[src/rtl/core/clock_sector_cache_tags_macros.svh]
// assertion helpers, sampled on clk_i and disabled while rst_ni is low
`ifndef CLOCK_SECTOR_CACHE_TAGS_MACROS_SVH
`define CLOCK_SECTOR_CACHE_TAGS_MACROS_SVH

`define CST_ASSERT(lbl, prop, msg) \
  lbl: assert property (@(posedge clk_i) disable iff (!rst_ni) (prop)) else $error(msg);

// same-cycle implication
`define CST_ASSERT_IMP(lbl, ante, cons, msg) \
  `CST_ASSERT(lbl, (ante) |-> (cons), msg)

// next-cycle implication
`define CST_ASSERT_NEXT(lbl, ante, cons, msg) \
  `CST_ASSERT(lbl, (ante) |=> (cons), msg)

`endif

[src/rtl/core/cst_pkg.sv]
`timescale 1ns / 1ps
`default_nettype none

package cst_pkg;

  localparam int ENTRIES = 64;
  localparam int IDX_W   = $clog2(ENTRIES);
  localparam int SLOT_W  = 6;
  localparam int SEC_W   = 32;

  localparam logic [IDX_W-1:0] LAST_IDX = IDX_W'(ENTRIES - 1);

  typedef enum logic [1:0] {
    REQ_READ  = 2'd0,
    REQ_WRITE = 2'd1,
    REQ_FLUSH = 2'd2
  } req_type_e;

  typedef enum logic [1:0] {
    KIND_DEMAND   = 2'd0,
    KIND_PREFETCH = 2'd1,
    KIND_FLUSH    = 2'd2
  } kind_e;

  // update of the per-entry state bits, all at one index
  typedef struct packed {
    logic [IDX_W-1:0] idx;
    logic             set_valid;
    logic             clr_valid;
    logic             set_dirty;
    logic             clr_dirty;
    logic             set_acc;
    logic             clr_acc;
  } flag_cmd_t;

  typedef struct packed {
    logic valid;
    logic dirty;
    logic accessed;
    logic dirty_above;
  } flag_sts_t;

  typedef struct packed {
    kind_e             kind;
    logic [SLOT_W-1:0] slot;
    logic              hit;
    logic              writeback_valid;
    logic [SEC_W-1:0]  writeback_sector;
    logic              fill_valid;
    logic [SEC_W-1:0]  fill_sector;
    logic              last;
  } res_t;

  function automatic logic [IDX_W-1:0] next_idx(input logic [IDX_W-1:0] i);
    return (i == LAST_IDX) ? '0 : i + IDX_W'(1);
  endfunction

  function automatic logic [SLOT_W-1:0] to_slot(input logic [IDX_W-1:0] i);
    return SLOT_W'(i);
  endfunction

endpackage

`default_nettype wire

[src/rtl/core/cst_req_if.sv]
`timescale 1ns / 1ps
`default_nettype none

interface cst_req_if;
  logic                     valid;
  logic                     ready;
  logic [1:0]               req_type;
  logic [cst_pkg::SEC_W-1:0] sector;

  modport source (output valid, req_type, sector, input ready);
  modport sink   (input valid, req_type, sector, output ready);
endinterface

`default_nettype wire

[src/rtl/core/cst_res_if.sv]
`timescale 1ns / 1ps
`default_nettype none

interface cst_res_if;
  logic                      valid;
  logic                      ready;
  logic [1:0]                kind;
  logic [cst_pkg::SLOT_W-1:0] slot;
  logic                      hit;
  logic                      writeback_valid;
  logic [cst_pkg::SEC_W-1:0]  writeback_sector;
  logic                      fill_valid;
  logic [cst_pkg::SEC_W-1:0]  fill_sector;
  logic                      last;

  modport source (output valid, kind, slot, hit, writeback_valid, writeback_sector,
                  fill_valid, fill_sector, last, input ready);
  modport sink   (input valid, kind, slot, hit, writeback_valid, writeback_sector,
                  fill_valid, fill_sector, last, output ready);
endinterface

`default_nettype wire

[src/rtl/core/cst_flags.sv]
`timescale 1ns / 1ps
`default_nettype none

module cst_flags (
  input  logic               clk_i,
  input  logic               rst_ni,
  input  cst_pkg::flag_cmd_t cmd_i,
  output cst_pkg::flag_sts_t sts_o
);

  logic [cst_pkg::ENTRIES-1:0] valid_q;
  logic [cst_pkg::ENTRIES-1:0] dirty_q;
  logic [cst_pkg::ENTRIES-1:0] acc_q;
  logic [cst_pkg::ENTRIES-1:0] above;

  // dirty valid entries past the current index
  always_comb begin
    for (int j = 0; j < cst_pkg::ENTRIES; j++) begin
      above[j] = valid_q[j] && dirty_q[j] && (cst_pkg::IDX_W'(j) > cmd_i.idx);
    end
  end

  assign sts_o.valid       = valid_q[cmd_i.idx];
  assign sts_o.dirty       = dirty_q[cmd_i.idx];
  assign sts_o.accessed    = acc_q[cmd_i.idx];
  assign sts_o.dirty_above = |above;

  always_ff @(posedge clk_i or negedge rst_ni) begin
    if (!rst_ni) begin
      valid_q <= '0;
      dirty_q <= '0;
      acc_q   <= '0;
    end else begin
      if (cmd_i.set_valid) begin
        valid_q[cmd_i.idx] <= 1'b1;
      end else if (cmd_i.clr_valid) begin
        valid_q[cmd_i.idx] <= 1'b0;
      end
      if (cmd_i.set_dirty) begin
        dirty_q[cmd_i.idx] <= 1'b1;
      end else if (cmd_i.clr_dirty) begin
        dirty_q[cmd_i.idx] <= 1'b0;
      end
      if (cmd_i.set_acc) begin
        acc_q[cmd_i.idx] <= 1'b1;
      end else if (cmd_i.clr_acc) begin
        acc_q[cmd_i.idx] <= 1'b0;
      end
    end
  end

endmodule

`default_nettype wire

[src/rtl/core/cst_seq.sv]
`timescale 1ns / 1ps
`default_nettype none
`include "clock_sector_cache_tags_macros.svh"

module cst_seq (
  input  logic                      clk_i,
  input  logic                      rst_ni,
  input  logic [cst_pkg::SEC_W-1:0] dev_sectors_i,
  input  logic                      req_valid_i,
  input  logic [1:0]                req_type_i,
  input  logic [cst_pkg::SEC_W-1:0] req_sector_i,
  output logic                      req_ready_o,
  input  logic                      res_ready_i,
  output logic                      res_push_o,
  output cst_pkg::res_t             res_o,
  output cst_pkg::flag_cmd_t        flag_cmd_o,
  input  cst_pkg::flag_sts_t        flag_sts_i
);

  typedef enum logic [8:0] {
    ST_IDLE  = 9'b000000001,
    ST_SRD   = 9'b000000010,
    ST_SCMP  = 9'b000000100,
    ST_HIT   = 9'b000001000,
    ST_SWEEP = 9'b000010000,
    ST_VRD   = 9'b000100000,
    ST_MISS  = 9'b001000000,
    ST_FRD   = 9'b010000000,
    ST_FCHK  = 9'b100000000
  } state_e;

  state_e                      state_q, state_d;
  logic [cst_pkg::IDX_W-1:0]   idx_q, idx_d;
  logic [cst_pkg::IDX_W-1:0]   hand_q, hand_d;
  logic [cst_pkg::SEC_W-1:0]   sec_q, sec_d;
  cst_pkg::kind_e              kind_q, kind_d;
  logic                        wr_q, wr_d;
  logic                        pre_q, pre_d;

  logic [cst_pkg::SEC_W-1:0]   tag_mem [cst_pkg::ENTRIES];
  logic [cst_pkg::SEC_W-1:0]   tag_rdata_q;
  logic                        tag_re;
  logic                        tag_we;
  logic                        tag_match;
  logic                        victim_dirty;

  assign tag_match    = flag_sts_i.valid && (tag_rdata_q == sec_q);
  assign victim_dirty = flag_sts_i.valid && flag_sts_i.dirty;
  assign req_ready_o  = (state_q == ST_IDLE);

  always_ff @(posedge clk_i) begin
    if (tag_we) begin
      tag_mem[idx_q] <= sec_q;
    end
    if (tag_re) begin
      tag_rdata_q <= tag_mem[idx_q];
    end
  end

  always_comb begin
    state_d    = state_q;
    idx_d      = idx_q;
    hand_d     = hand_q;
    sec_d      = sec_q;
    kind_d     = kind_q;
    wr_d       = wr_q;
    pre_d      = pre_q;
    tag_re     = 1'b0;
    tag_we     = 1'b0;
    res_push_o = 1'b0;
    flag_cmd_o     = '0;
    flag_cmd_o.idx = idx_q;
    res_o          = '0;
    res_o.kind     = kind_q;
    res_o.slot     = cst_pkg::to_slot(idx_q);
    res_o.last     = (kind_q == cst_pkg::KIND_PREFETCH) || !pre_q;

    case (state_q)
      ST_IDLE: begin
        if (req_valid_i) begin
          case (req_type_i)
            cst_pkg::REQ_READ, cst_pkg::REQ_WRITE: begin
              sec_d   = req_sector_i;
              kind_d  = cst_pkg::KIND_DEMAND;
              wr_d    = (req_type_i == cst_pkg::REQ_WRITE);
              pre_d   = ((cst_pkg::SEC_W + 1)'(req_sector_i) + (cst_pkg::SEC_W + 1)'(1))
                        < (cst_pkg::SEC_W + 1)'(dev_sectors_i);
              idx_d   = '0;
              state_d = ST_SRD;
            end
            cst_pkg::REQ_FLUSH: begin
              idx_d   = '0;
              state_d = ST_FRD;
            end
            default: begin
            end
          endcase
        end
      end
      ST_SRD: begin
        tag_re  = 1'b1;
        state_d = ST_SCMP;
      end
      ST_SCMP: begin
        if (tag_match) begin
          state_d = ST_HIT;
        end else if (idx_q == cst_pkg::LAST_IDX) begin
          idx_d   = hand_q;
          state_d = ST_SWEEP;
        end else begin
          idx_d   = idx_q + cst_pkg::IDX_W'(1);
          state_d = ST_SRD;
        end
      end
      ST_HIT: begin
        res_o.hit  = 1'b1;
        res_push_o = res_ready_i;
        if (res_ready_i) begin
          if (kind_q == cst_pkg::KIND_DEMAND) begin
            flag_cmd_o.set_acc   = 1'b1;
            flag_cmd_o.set_dirty = wr_q;
          end
          if ((kind_q == cst_pkg::KIND_DEMAND) && pre_q) begin
            sec_d   = sec_q + cst_pkg::SEC_W'(1);
            kind_d  = cst_pkg::KIND_PREFETCH;
            idx_d   = '0;
            state_d = ST_SRD;
          end else begin
            state_d = ST_IDLE;
          end
        end
      end
      ST_SWEEP: begin
        // second chance: clear accessed of a valid accessed entry and move on, else take it as victim
        if (!flag_sts_i.valid || !flag_sts_i.accessed) begin
          state_d = ST_VRD;
        end else begin
          flag_cmd_o.clr_acc = 1'b1;
          idx_d              = cst_pkg::next_idx(idx_q);
        end
      end
      ST_VRD: begin
        tag_re  = 1'b1;
        state_d = ST_MISS;
      end
      ST_MISS: begin
        res_o.writeback_valid  = victim_dirty;
        res_o.writeback_sector = victim_dirty ? tag_rdata_q : '0;
        res_o.fill_valid       = 1'b1;
        res_o.fill_sector      = sec_q;
        res_push_o             = res_ready_i;
        if (res_ready_i) begin
          tag_we               = 1'b1;
          hand_d               = cst_pkg::next_idx(idx_q);
          flag_cmd_o.set_valid = 1'b1;
          if (kind_q == cst_pkg::KIND_DEMAND) begin
            flag_cmd_o.set_acc   = 1'b1;
            flag_cmd_o.set_dirty = wr_q;
            flag_cmd_o.clr_dirty = !wr_q;
          end else begin
            flag_cmd_o.clr_acc   = 1'b1;
            flag_cmd_o.clr_dirty = 1'b1;
          end
          if ((kind_q == cst_pkg::KIND_DEMAND) && pre_q) begin
            sec_d   = sec_q + cst_pkg::SEC_W'(1);
            kind_d  = cst_pkg::KIND_PREFETCH;
            idx_d   = '0;
            state_d = ST_SRD;
          end else begin
            state_d = ST_IDLE;
          end
        end
      end
      ST_FRD: begin
        tag_re  = 1'b1;
        state_d = ST_FCHK;
      end
      ST_FCHK: begin
        res_o.kind             = cst_pkg::KIND_FLUSH;
        res_o.writeback_valid  = 1'b1;
        res_o.writeback_sector = tag_rdata_q;
        res_o.last             = !flag_sts_i.dirty_above;
        if (!victim_dirty || res_ready_i) begin
          res_push_o           = victim_dirty;
          flag_cmd_o.clr_valid = 1'b1;
          flag_cmd_o.clr_dirty = 1'b1;
          flag_cmd_o.clr_acc   = 1'b1;
          if (idx_q == cst_pkg::LAST_IDX) begin
            state_d = ST_IDLE;
          end else begin
            idx_d   = idx_q + cst_pkg::IDX_W'(1);
            state_d = ST_FRD;
          end
        end
      end
      default: begin
        state_d = ST_IDLE;
      end
    endcase
  end

  always_ff @(posedge clk_i or negedge rst_ni) begin
    if (!rst_ni) begin
      state_q <= ST_IDLE;
      idx_q   <= '0;
      hand_q  <= '0;
      sec_q   <= '0;
      kind_q  <= cst_pkg::KIND_DEMAND;
      wr_q    <= 1'b0;
      pre_q   <= 1'b0;
    end else begin
      state_q <= state_d;
      idx_q   <= idx_d;
      hand_q  <= hand_d;
      sec_q   <= sec_d;
      kind_q  <= kind_d;
      wr_q    <= wr_d;
      pre_q   <= pre_d;
    end
  end

  `CST_ASSERT_IMP(a_push_has_room, res_push_o, res_ready_i, "result pushed into a full output stage")
  `CST_ASSERT_IMP(a_flush_only_dirty, res_push_o && (state_q == ST_FCHK), victim_dirty, "flush beat for a clean entry")
  `CST_ASSERT_NEXT(a_hand_past_victim, res_push_o && (state_q == ST_MISS), hand_q == cst_pkg::next_idx($past(idx_q)), "clock hand not one past the victim")
  `CST_ASSERT_NEXT(a_idle_after_last, res_push_o && res_o.last && (res_o.kind != cst_pkg::KIND_FLUSH), state_q == ST_IDLE, "engine busy after the last lookup beat")

endmodule

`default_nettype wire

[src/rtl/core/clock_sector_cache_tags.sv]
`timescale 1ns / 1ps
`default_nettype none
// Tag and replacement engine of a 64-entry fully associative sector cache with clock
// (second-chance) replacement. One request is taken at a time and req_i.ready stays low
// until its last lookup beat is handed to the output register or a flush has walked every
// entry. All tags sit in a single-port RAM checked by one shared comparator: a lookup reads
// and compares entry after entry from entry 0 and stops at a hit; on a miss the clock hand
// sweeps from its position, clearing accessed bits, visits at most 65 entries, and then
// the victim's tag is read and the fill beat given. A read or write whose next sector lies
// below device_sectors runs a second lookup for the prefetch. A flush walks every entry and
// gives one beat per dirty entry. A full output register stalls the engine at a beat.

module clock_sector_cache_tags (
  input  logic                      clk_i,
  input  logic                      rst_ni,
  input  logic                      cfg_we_i,
  input  logic [cst_pkg::SEC_W-1:0] cfg_wdata_i,
  cst_req_if.sink                   req_i,
  cst_res_if.source                 res_o
);

  logic [cst_pkg::SEC_W-1:0] dev_sectors_q;
  cst_pkg::res_t             out_q;
  logic                      out_valid_q;
  logic                      res_ready;
  logic                      res_push;
  cst_pkg::res_t             res;
  cst_pkg::flag_cmd_t        flag_cmd;
  cst_pkg::flag_sts_t        flag_sts;

  assign res_ready = !out_valid_q || res_o.ready;

  always_ff @(posedge clk_i or negedge rst_ni) begin
    if (!rst_ni) begin
      dev_sectors_q <= '0;
      out_valid_q   <= 1'b0;
    end else begin
      if (cfg_we_i) begin
        dev_sectors_q <= cfg_wdata_i;
      end
      if (res_push) begin
        out_valid_q <= 1'b1;
      end else if (res_o.ready) begin
        out_valid_q <= 1'b0;
      end
    end
  end

  always_ff @(posedge clk_i) begin
    if (res_push) begin
      out_q <= res;
    end
  end

  cst_flags u_flags (
    .clk_i  (clk_i),
    .rst_ni (rst_ni),
    .cmd_i  (flag_cmd),
    .sts_o  (flag_sts)
  );

  cst_seq u_seq (
    .clk_i         (clk_i),
    .rst_ni        (rst_ni),
    .dev_sectors_i (dev_sectors_q),
    .req_valid_i   (req_i.valid),
    .req_type_i    (req_i.req_type),
    .req_sector_i  (req_i.sector),
    .req_ready_o   (req_i.ready),
    .res_ready_i   (res_ready),
    .res_push_o    (res_push),
    .res_o         (res),
    .flag_cmd_o    (flag_cmd),
    .flag_sts_i    (flag_sts)
  );

  assign res_o.valid            = out_valid_q;
  assign res_o.kind             = out_q.kind;
  assign res_o.slot             = out_q.slot;
  assign res_o.hit              = out_q.hit;
  assign res_o.writeback_valid  = out_q.writeback_valid;
  assign res_o.writeback_sector = out_q.writeback_sector;
  assign res_o.fill_valid       = out_q.fill_valid;
  assign res_o.fill_sector      = out_q.fill_sector;
  assign res_o.last             = out_q.last;

endmodule

`default_nettype wire

[src/flat_wrapper.sv]
// flat-port wrapper written by rule: the top's interface ports become plain ports
module clock_sector_cache_tags_flat 
  (clk_i, rst_ni, cfg_we_i, cfg_wdata_i, req_i_valid, req_i_req_type, req_i_sector, req_i_ready, res_o_valid, res_o_kind, res_o_slot, res_o_hit, res_o_writeback_valid, res_o_writeback_sector, res_o_fill_valid, res_o_fill_sector, res_o_last, res_o_ready);
  cst_req_if req_i_i ();
  cst_res_if res_o_i ();
  input  logic clk_i;
  input  logic rst_ni;
  input  logic cfg_we_i;
  input  logic [cst_pkg::SEC_W-1:0] cfg_wdata_i;
  input wire logic [$bits(req_i_i.valid)-1:0] req_i_valid;
  input wire logic [$bits(req_i_i.req_type)-1:0] req_i_req_type;
  input wire logic [$bits(req_i_i.sector)-1:0] req_i_sector;
  output wire logic [$bits(req_i_i.ready)-1:0] req_i_ready;
  output wire logic [$bits(res_o_i.valid)-1:0] res_o_valid;
  output wire logic [$bits(res_o_i.kind)-1:0] res_o_kind;
  output wire logic [$bits(res_o_i.slot)-1:0] res_o_slot;
  output wire logic [$bits(res_o_i.hit)-1:0] res_o_hit;
  output wire logic [$bits(res_o_i.writeback_valid)-1:0] res_o_writeback_valid;
  output wire logic [$bits(res_o_i.writeback_sector)-1:0] res_o_writeback_sector;
  output wire logic [$bits(res_o_i.fill_valid)-1:0] res_o_fill_valid;
  output wire logic [$bits(res_o_i.fill_sector)-1:0] res_o_fill_sector;
  output wire logic [$bits(res_o_i.last)-1:0] res_o_last;
  input wire logic [$bits(res_o_i.ready)-1:0] res_o_ready;
  assign req_i_i.valid = req_i_valid;
  assign req_i_i.req_type = req_i_req_type;
  assign req_i_i.sector = req_i_sector;
  assign req_i_ready = req_i_i.ready;
  assign res_o_valid = res_o_i.valid;
  assign res_o_kind = res_o_i.kind;
  assign res_o_slot = res_o_i.slot;
  assign res_o_hit = res_o_i.hit;
  assign res_o_writeback_valid = res_o_i.writeback_valid;
  assign res_o_writeback_sector = res_o_i.writeback_sector;
  assign res_o_fill_valid = res_o_i.fill_valid;
  assign res_o_fill_sector = res_o_i.fill_sector;
  assign res_o_last = res_o_i.last;
  assign res_o_i.ready = res_o_ready;
  clock_sector_cache_tags u_core (.clk_i(clk_i), .rst_ni(rst_ni), .cfg_we_i(cfg_we_i), .cfg_wdata_i(cfg_wdata_i), .req_i(req_i_i), .res_o(res_o_i));
endmodule
[config.mk]
export PLATFORM = sky130hd
export DESIGN_NAME = clock_sector_cache_tags_flat
export DESIGN_NICKNAME = d
export VERILOG_FILES = /design/src/rtl/core/cst_pkg.sv /design/src/rtl/core/cst_req_if.sv /design/src/rtl/core/cst_res_if.sv /design/src/rtl/core/cst_flags.sv /design/src/rtl/core/cst_seq.sv /design/src/rtl/core/clock_sector_cache_tags.sv /design/src/flat_wrapper.sv
export VERILOG_INCLUDE_DIRS = /design/src /design/src/rtl/core
export SDC_FILE = /design/constraint.sdc
export NUM_CORES = 2
export LEC_CHECK = 0
export BUFFER_PORTS_ARGS = -buffer_cell sky130_fd_sc_hd__buf_4
export CORE_MARGIN = 2
export CORE_UTILIZATION = 25
export DETAILED_ROUTE_END_ITERATION = 8
export PLACE_DENSITY_LB_ADDON = 0.25
export RECOVER_POWER = 50
export SYNTH_ARGS = -nofsm -noshare
export SYNTH_HDL_FRONTEND = slang
export SYNTH_SLANG_ARGS = --single-unit
[constraint.sdc]
create_clock -name clk_i -period 6.7 [get_ports clk_i]
set_clock_uncertainty 0.2 [all_clocks]
set_input_delay 0.67 -clock clk_i [delete_from_list [all_inputs] [get_ports clk_i]]
set_output_delay 0.67 -clock clk_i [all_outputs]
set_load 0.02 [all_outputs]
## Word level (Yosys, flattened, before mapping)

Memories as Yosys holds them, arrays and structs flattened. A register that Yosys moved wholly into a read port is not among the register bits.
Index checks and enable logic that the tools add are counted.

| cells by class | value |
|---|---|
| mux-type cells | 73 |
| eq/ne operators | 25 |
| reductions and logical operators | 161 |
| bitwise operators | 7 |
| shift operators | 0 |
| multipliers | 0 |
| div/mod/pow operators | 0 |
| magnitude comparators | 67 |
| add/subtract/negate cells | 3 |

Operator list:

| operator | number |
|---|---|
| $mux 64 | 6 |
| $and 64x64->64 | 3 |
| $gt 6x6->1 const A | 32 |
| $or 64x64->64 | 3 |
| $mux 32 | 5 |
| $logic_and 1x1->1 | 132 |
| $gt 5x6->1 const A | 16 |
| $pmux 9 s8 | 1 |
| $pmux 33 s2 | 1 |
| $not 64->64 | 1 |
| $pmux 32 s2 | 1 |
| $reduce_or 64->1 | 1 |
| $mux 6 | 10 |
| $gt 4x6->1 const A | 8 |
| $mux 9 | 4 |
| $add 32x1->33 const B | 1 |
| $lt 33x32->1 | 1 |
| $mux 33 | 1 |
| $add 32x1->32 const B | 1 |
| $eq 32x32->1 | 1 |
| $pmux 6 s5 | 1 |
| $gt 3x6->1 const A | 4 |
| $mux 1 | 23 |
| $bmux 1 s6 | 3 |
| other kinds (40) | 76 |

| storage, ports and cells | value |
|---|---|
| memories kept | 1 |
| memory bits (writable) | 2048 |
| bits in latches | 0 |
| bits in registers | 358 |
| output and inout bits | 78 |
| bits in read-only memories | 0 |

Memory list:

| memory | depth | bits a word | read ports | clocked after memory_dff | write ports | line | source |
|---|---|---|---|---|---|---|---|
| u_core.u_seq.tag_mem | 64 | 32 | 1 | 1 | 1 | cst_seq.sv:40 | `logic [cst_pkg::SEC_W-1:0] tag_mem [cst_pkg::ENTRIES];` |

## Longest topological paths before layout

| depth | value |
|---|---|
| word-level depth | 9 |
| mapped depth | 18 |
| depth with buffers taken out | 17 |

## Modules after synthesis

A second synthesis with hierarchy kept.

| second synthesis, totals | value |
|---|---|
| cell total of the unflattened synthesis | 5682 |
| area total of the unflattened synthesis | 94085.2 um^2 |

By module, submodules not included:

| module | instances | cells each | area an instance (um^2) |
|---|---|---|---|
| cst_seq | 1 | 4585 | 80054.3 |
| cst_flags | 1 | 950 | 10366.2 |
| clock_sector_cache_tags | 1 | 147 | 3664.8 |

## Worst setup path after synthesis

No wires, ideal clock.

| path | value |
|---|---|
| path type | register -> register |
| start | reg u_core.u_seq.state_q[8] |
| end | reg u_core.out_q (netlist bit u_core.res_o.fill_sector[0]), enable pin |
| data arrival time | 5.481 ns |
| cell stages (with the launch flop) | 8 |
| library setup time | 0.511 ns |
| data required time | 5.989 ns |
| buffers on the path | 2 |
| slack | 0.509 ns |
| cell sequence | dfrtp_1 -> or3_1 -> or2_2 -> nor4_1 -> clkbuf_1 -> clkbuf_1 -> a21oi_1 -> nor2_1 |

| on the way | value |
|---|---|
| cells in the longest elaborated chain, start to end | 3 |
| elaborated cells on any way between the ends | 5 |
| those cells by class | eq/ne: 3; mux: 1; reduce/logical: 1 |

RTL lines:

| what | line | source |
|---|---|---|
| start, declared | cst_seq.sv:32 | `state_e state_q, state_d;` |
| start signal, assigned | cst_seq.sv:212 | `state_q <= state_d;` |
| $eq 9x7->1 or $eq 9x4->1 (tied branches) | cst_seq.sv:78 | `case (state_q)` |
| $reduce_or 2->1 (no line) | n/a |  |
| $pmux 1 s2 (*) | cst_seq.sv:78 |  |
| named net u_core.res_push | clock_sector_cache_tags.sv:26 | `logic res_push;` |
| end signal, assigned | clock_sector_cache_tags.sv:51 | `out_q <= res;` |
| end, declared | clock_sector_cache_tags.sv:23 | `cst_pkg::res_t out_q;` |

The timed path passes the listed nets; every way through them passes the cells marked *.
A chain may end at the register's enable or synchronous reset.

==> results.cfg <==
[grt]
grt_use_total_pct = 18.4
busiest_layer = met2
grt_pass1_vias = 60400
gr-usage-met2_pct = 29.4
grt_pass1_wl_um = 508000
overflow = 0
antenna_found_initial = 20
grt_use_met1_pct = 25.4
grt_max_degree = 127
use_met3_pct = 3.04

[layout]
final_util_pct = 29.7
ff_latch_area_um2 = 71800
layout-drive-gt1-share_pct = 14.6
syn_to_final_growth_pct = 18.5
final.fill_count = 38100
nets = 6556
layout_commonest_cell = edfxtp_1
layout_common_cells = edfxtp_1, a22oi_1, o21ai_0
layout.cells.non_filler = 11700
multiInputGateArea_um2 = 22700

[critical_path]
critical_path.max_stage_delay_ns = 2.36
r2r_cells = 5
worstPathArrival_ns = 6.33
crit_fanout = 34
path_cells = clkbuf_1 > buf_4 > a311oi_1 > a211oi_1 > a31oi_1
cpMaxStageDelayCell = clkbuf_1
start_kind = flop
rr_endpoint = u_core.u_seq.tag_rdata_q[20]
critPathBufInv = 2
regToRegSetupSlack_ns = 0.74
cp.required_ns = 7.07
critPathKind = flop to flop
r2r-start = u_core.u_seq.idx_q[3]
end_kind = flop
critPathTopFamily = buffers and inverters

[synth]
async_reset_ff_share_pct = 11.5
ys_seq_elements = 2437
syn_area_um2 = 95700
yosysWarningCount = 0
synth_nets = 6215
synthCells = 6108
synth.area.top_cells = edfxtp_1, dfrtp_1, a22oi_1
syn_area_per_cell_um2 = 15.7
synth_edf_count = 2156
synth_cell_types = 85
synth-main-ff-cell = edfxtp_1
synth_top_area_cell = edfxtp_1
ys_seq_area_share_pct = 75.0
yosysTopAreaCellShare_pct = 67.6

[clock_network]
clock_path_buffers = 4
root_buffer = clkbuf_16
numClockSinks = 2437
cts_made_buffers = 277
clkLatencyLatePin_ns = 0.91
tritoncts = done
clkTransAtPathRegs_ns = 0.06
cts_setup_buffers = 0
ctsResizeCount = 0
h-tree-depth = 5

[power]
powerDensity_nw_per_um2 = 403
sequentialPowerShare_pct = 43.0
intPower_mw = 30.1
ir_worst_vdd_v = 0.000273
p_clk_share_pct = 32.1
sw_frac_of_total_pct = 34.3
p_leak_nw = 35.1
p_comb_share_pct = 24.9
p_total_mw = 45.7
power.switching_mw = 15.7

[place]
place_ws_ns = 1.32
gp_congestion = 0.870
numPortBuffers = 148
dp.final_hpwl_um = 219000
place_inst = 11100

[drt]
wirelength_um = 369000
dr.pass1.iters = 8
drc = 0
wl_per_cell_um = 31.5
vias_per_cell = 5.26
ant_nets = 0
drtIter0Drc = 8202
vias = 61600

[outcome]
outcome = complete, but fails checks
violations = max-capacitance violations, max-slew violations

[timing]
relSlewSlack_pct = -204
slew_violations = 1786
final.setup.tns_ns = 0
period_minus_slack_ns = 5.96
setup_viol = 0
timing_hold_violations_final = 0
tightest_slew_ns = 4.56
rsz0062_at_grt = false
worst_slack_ns = 0.741
fin_crit_sh_pct = 88.9
max_freq_mhz = 168

[job]
drv_cap = 38

[floorplanning]
rows = 227
die_w_um = 623
dieHeight_um = 623
io_pins = 149
start_util_pct = 25.1
die_area_um2 = 388000
core_area_um2 = 382000

[worst_hold_path]
holdPathStages = 3
hold_end = u_core.dev_sectors_q[5]
worstHoldStart = cfg_we_i
worst_hold_path_type = input pin to flop
[kinds of logic after synthesis]
family	Yosys count	synth area share [%]
compound gates	1862	13.2
xor+xnor	66	0.604
fa+ha+maj	37	0.481
buf+inv	469	2.04
flops	2437	75.0
mux	278	3.92
simple gates	959	4.75
[worst max path at each step]
stage,end,cells after the start,start,slack [ns]
after detailed placement,u_core.u_seq.tag_rdata_q[20],10,u_core.u_seq.idx_q[2],1.32
after global routing,u_core.u_seq.idx_q[1],3,rst_ni,0.62
after floorplan,u_core.res_o.fill_sector[0],7,u_core.u_seq.state_q[8],0.51
after global placement,u_core.u_seq.tag_rdata_q[20],10,u_core.u_seq.idx_q[2],1.35
final,u_core.u_seq.tag_rdata_q[20],5,u_core.u_seq.idx_q[3],0.74
after CTS,u_core.u_seq.tag_rdata_q[0],10,u_core.u_seq.idx_q[2],1.29
[what timing repair did]
item                                    CTS  global route
hold endpoints to repair                185             0
hold buffers                             69             0
endpoints found under the setup margin    0             0
[sequential cells by signal (all words and copies together), names as in the netlist, 2 cells and up, named ones only]
| signal | flops |
|---|---|
| u_core.dev_sectors_q | 32 |
| u_core.res_o.fill_sector | 32 |
| u_core.res_o.kind | 2 |
| u_core.res_o.slot | 6 |
| u_core.res_o.writeback_sector | 32 |
| u_core.u_seq.hand_q | 6 |
| u_core.u_seq.idx_q | 6 |
| u_core.u_seq.sec_q | 32 |
| u_core.u_seq.state_q | 9 |
| u_core.u_seq.tag_mem | 2048 |
| u_core.u_seq.tag_rdata_q | 32 |
[power by group through the flow]
stage          sequential [mW]  combinational, mW  clock [mW]
2_1_floorplan             20.0               4.71           0
3_3_place_gp              19.7               11.2           0
3_5_place_dp              19.8               11.3           0
4_1_cts                   19.4               11.4        14.9
5_1_grt                   19.7               11.8        15.5
6_report                  19.7               11.4        14.7
[per-stage QoR]
| stage | hold slack (ns) | cell area, µm² |
|---|---|---|
| finish | 0.0854 | 113000 |
| global placement | 0.267 | 105000 |
| floorplan | 0.174 | 95700 |
| global route | 0.0844 | 113000 |
| detailed placement | 0.274 | 105000 |
| CTS | 0.0337 | 114000 |
[synthesized netlist by cell type (all sizes together), types with 10 or more instances]
| cell type | number |
|---|---|
| and3 | 27 |
| a22o | 115 |
| mux4 | 67 |
| inv | 46 |
| a32oi | 10 |
| o21ai | 555 |
| clkbuf | 273 |
| a21oi | 220 |
| o22ai | 23 |
| ha | 36 |
| nand4 | 147 |
| buf | 148 |
| mux2 | 106 |
| nand2 | 259 |
| a21o | 11 |
| o211ai | 53 |
| nand3 | 69 |
| dfrtp | 280 |
| nor2 | 294 |
| nor2b | 45 |
| a22oi | 449 |
| and2 | 40 |
| mux2i | 105 |
| a221oi | 221 |
| a222oi | 17 |
| a221o | 25 |
| a31oi | 48 |
| nor3 | 26 |
| edfxtp | 2156 |
| a211oi | 26 |
| nand2b | 10 |
| xnor2 | 58 |
[worst min-delay path: stages]
cell and delay, ns:
buf_4 0.27, nand2_1 0.11, o21ai_0 0.07
[routing by layer]
| metal | share of wire [%] | wire length (µm) |
|---|---|---|
| met5 | 0.0038 | 14 |
| met4 | 3.7 | 13500 |
| met3 | 7.6 | 28200 |
| met2 | 46 | 171000 |
| met1 | 42 | 157000 |
[final cells by class]
class	instances	share of cell area, %
sequential	2437	63.3
multi-input combinational	3202	20.0
clock buffer	361	6.52
tap	5038	5.56
timing repair buffer	483	3.35
clock inverter	136	1.07
inverter	48	0.160
antenna	8	0.0177
Note: power is estimated with default switching activity, not from simulation.
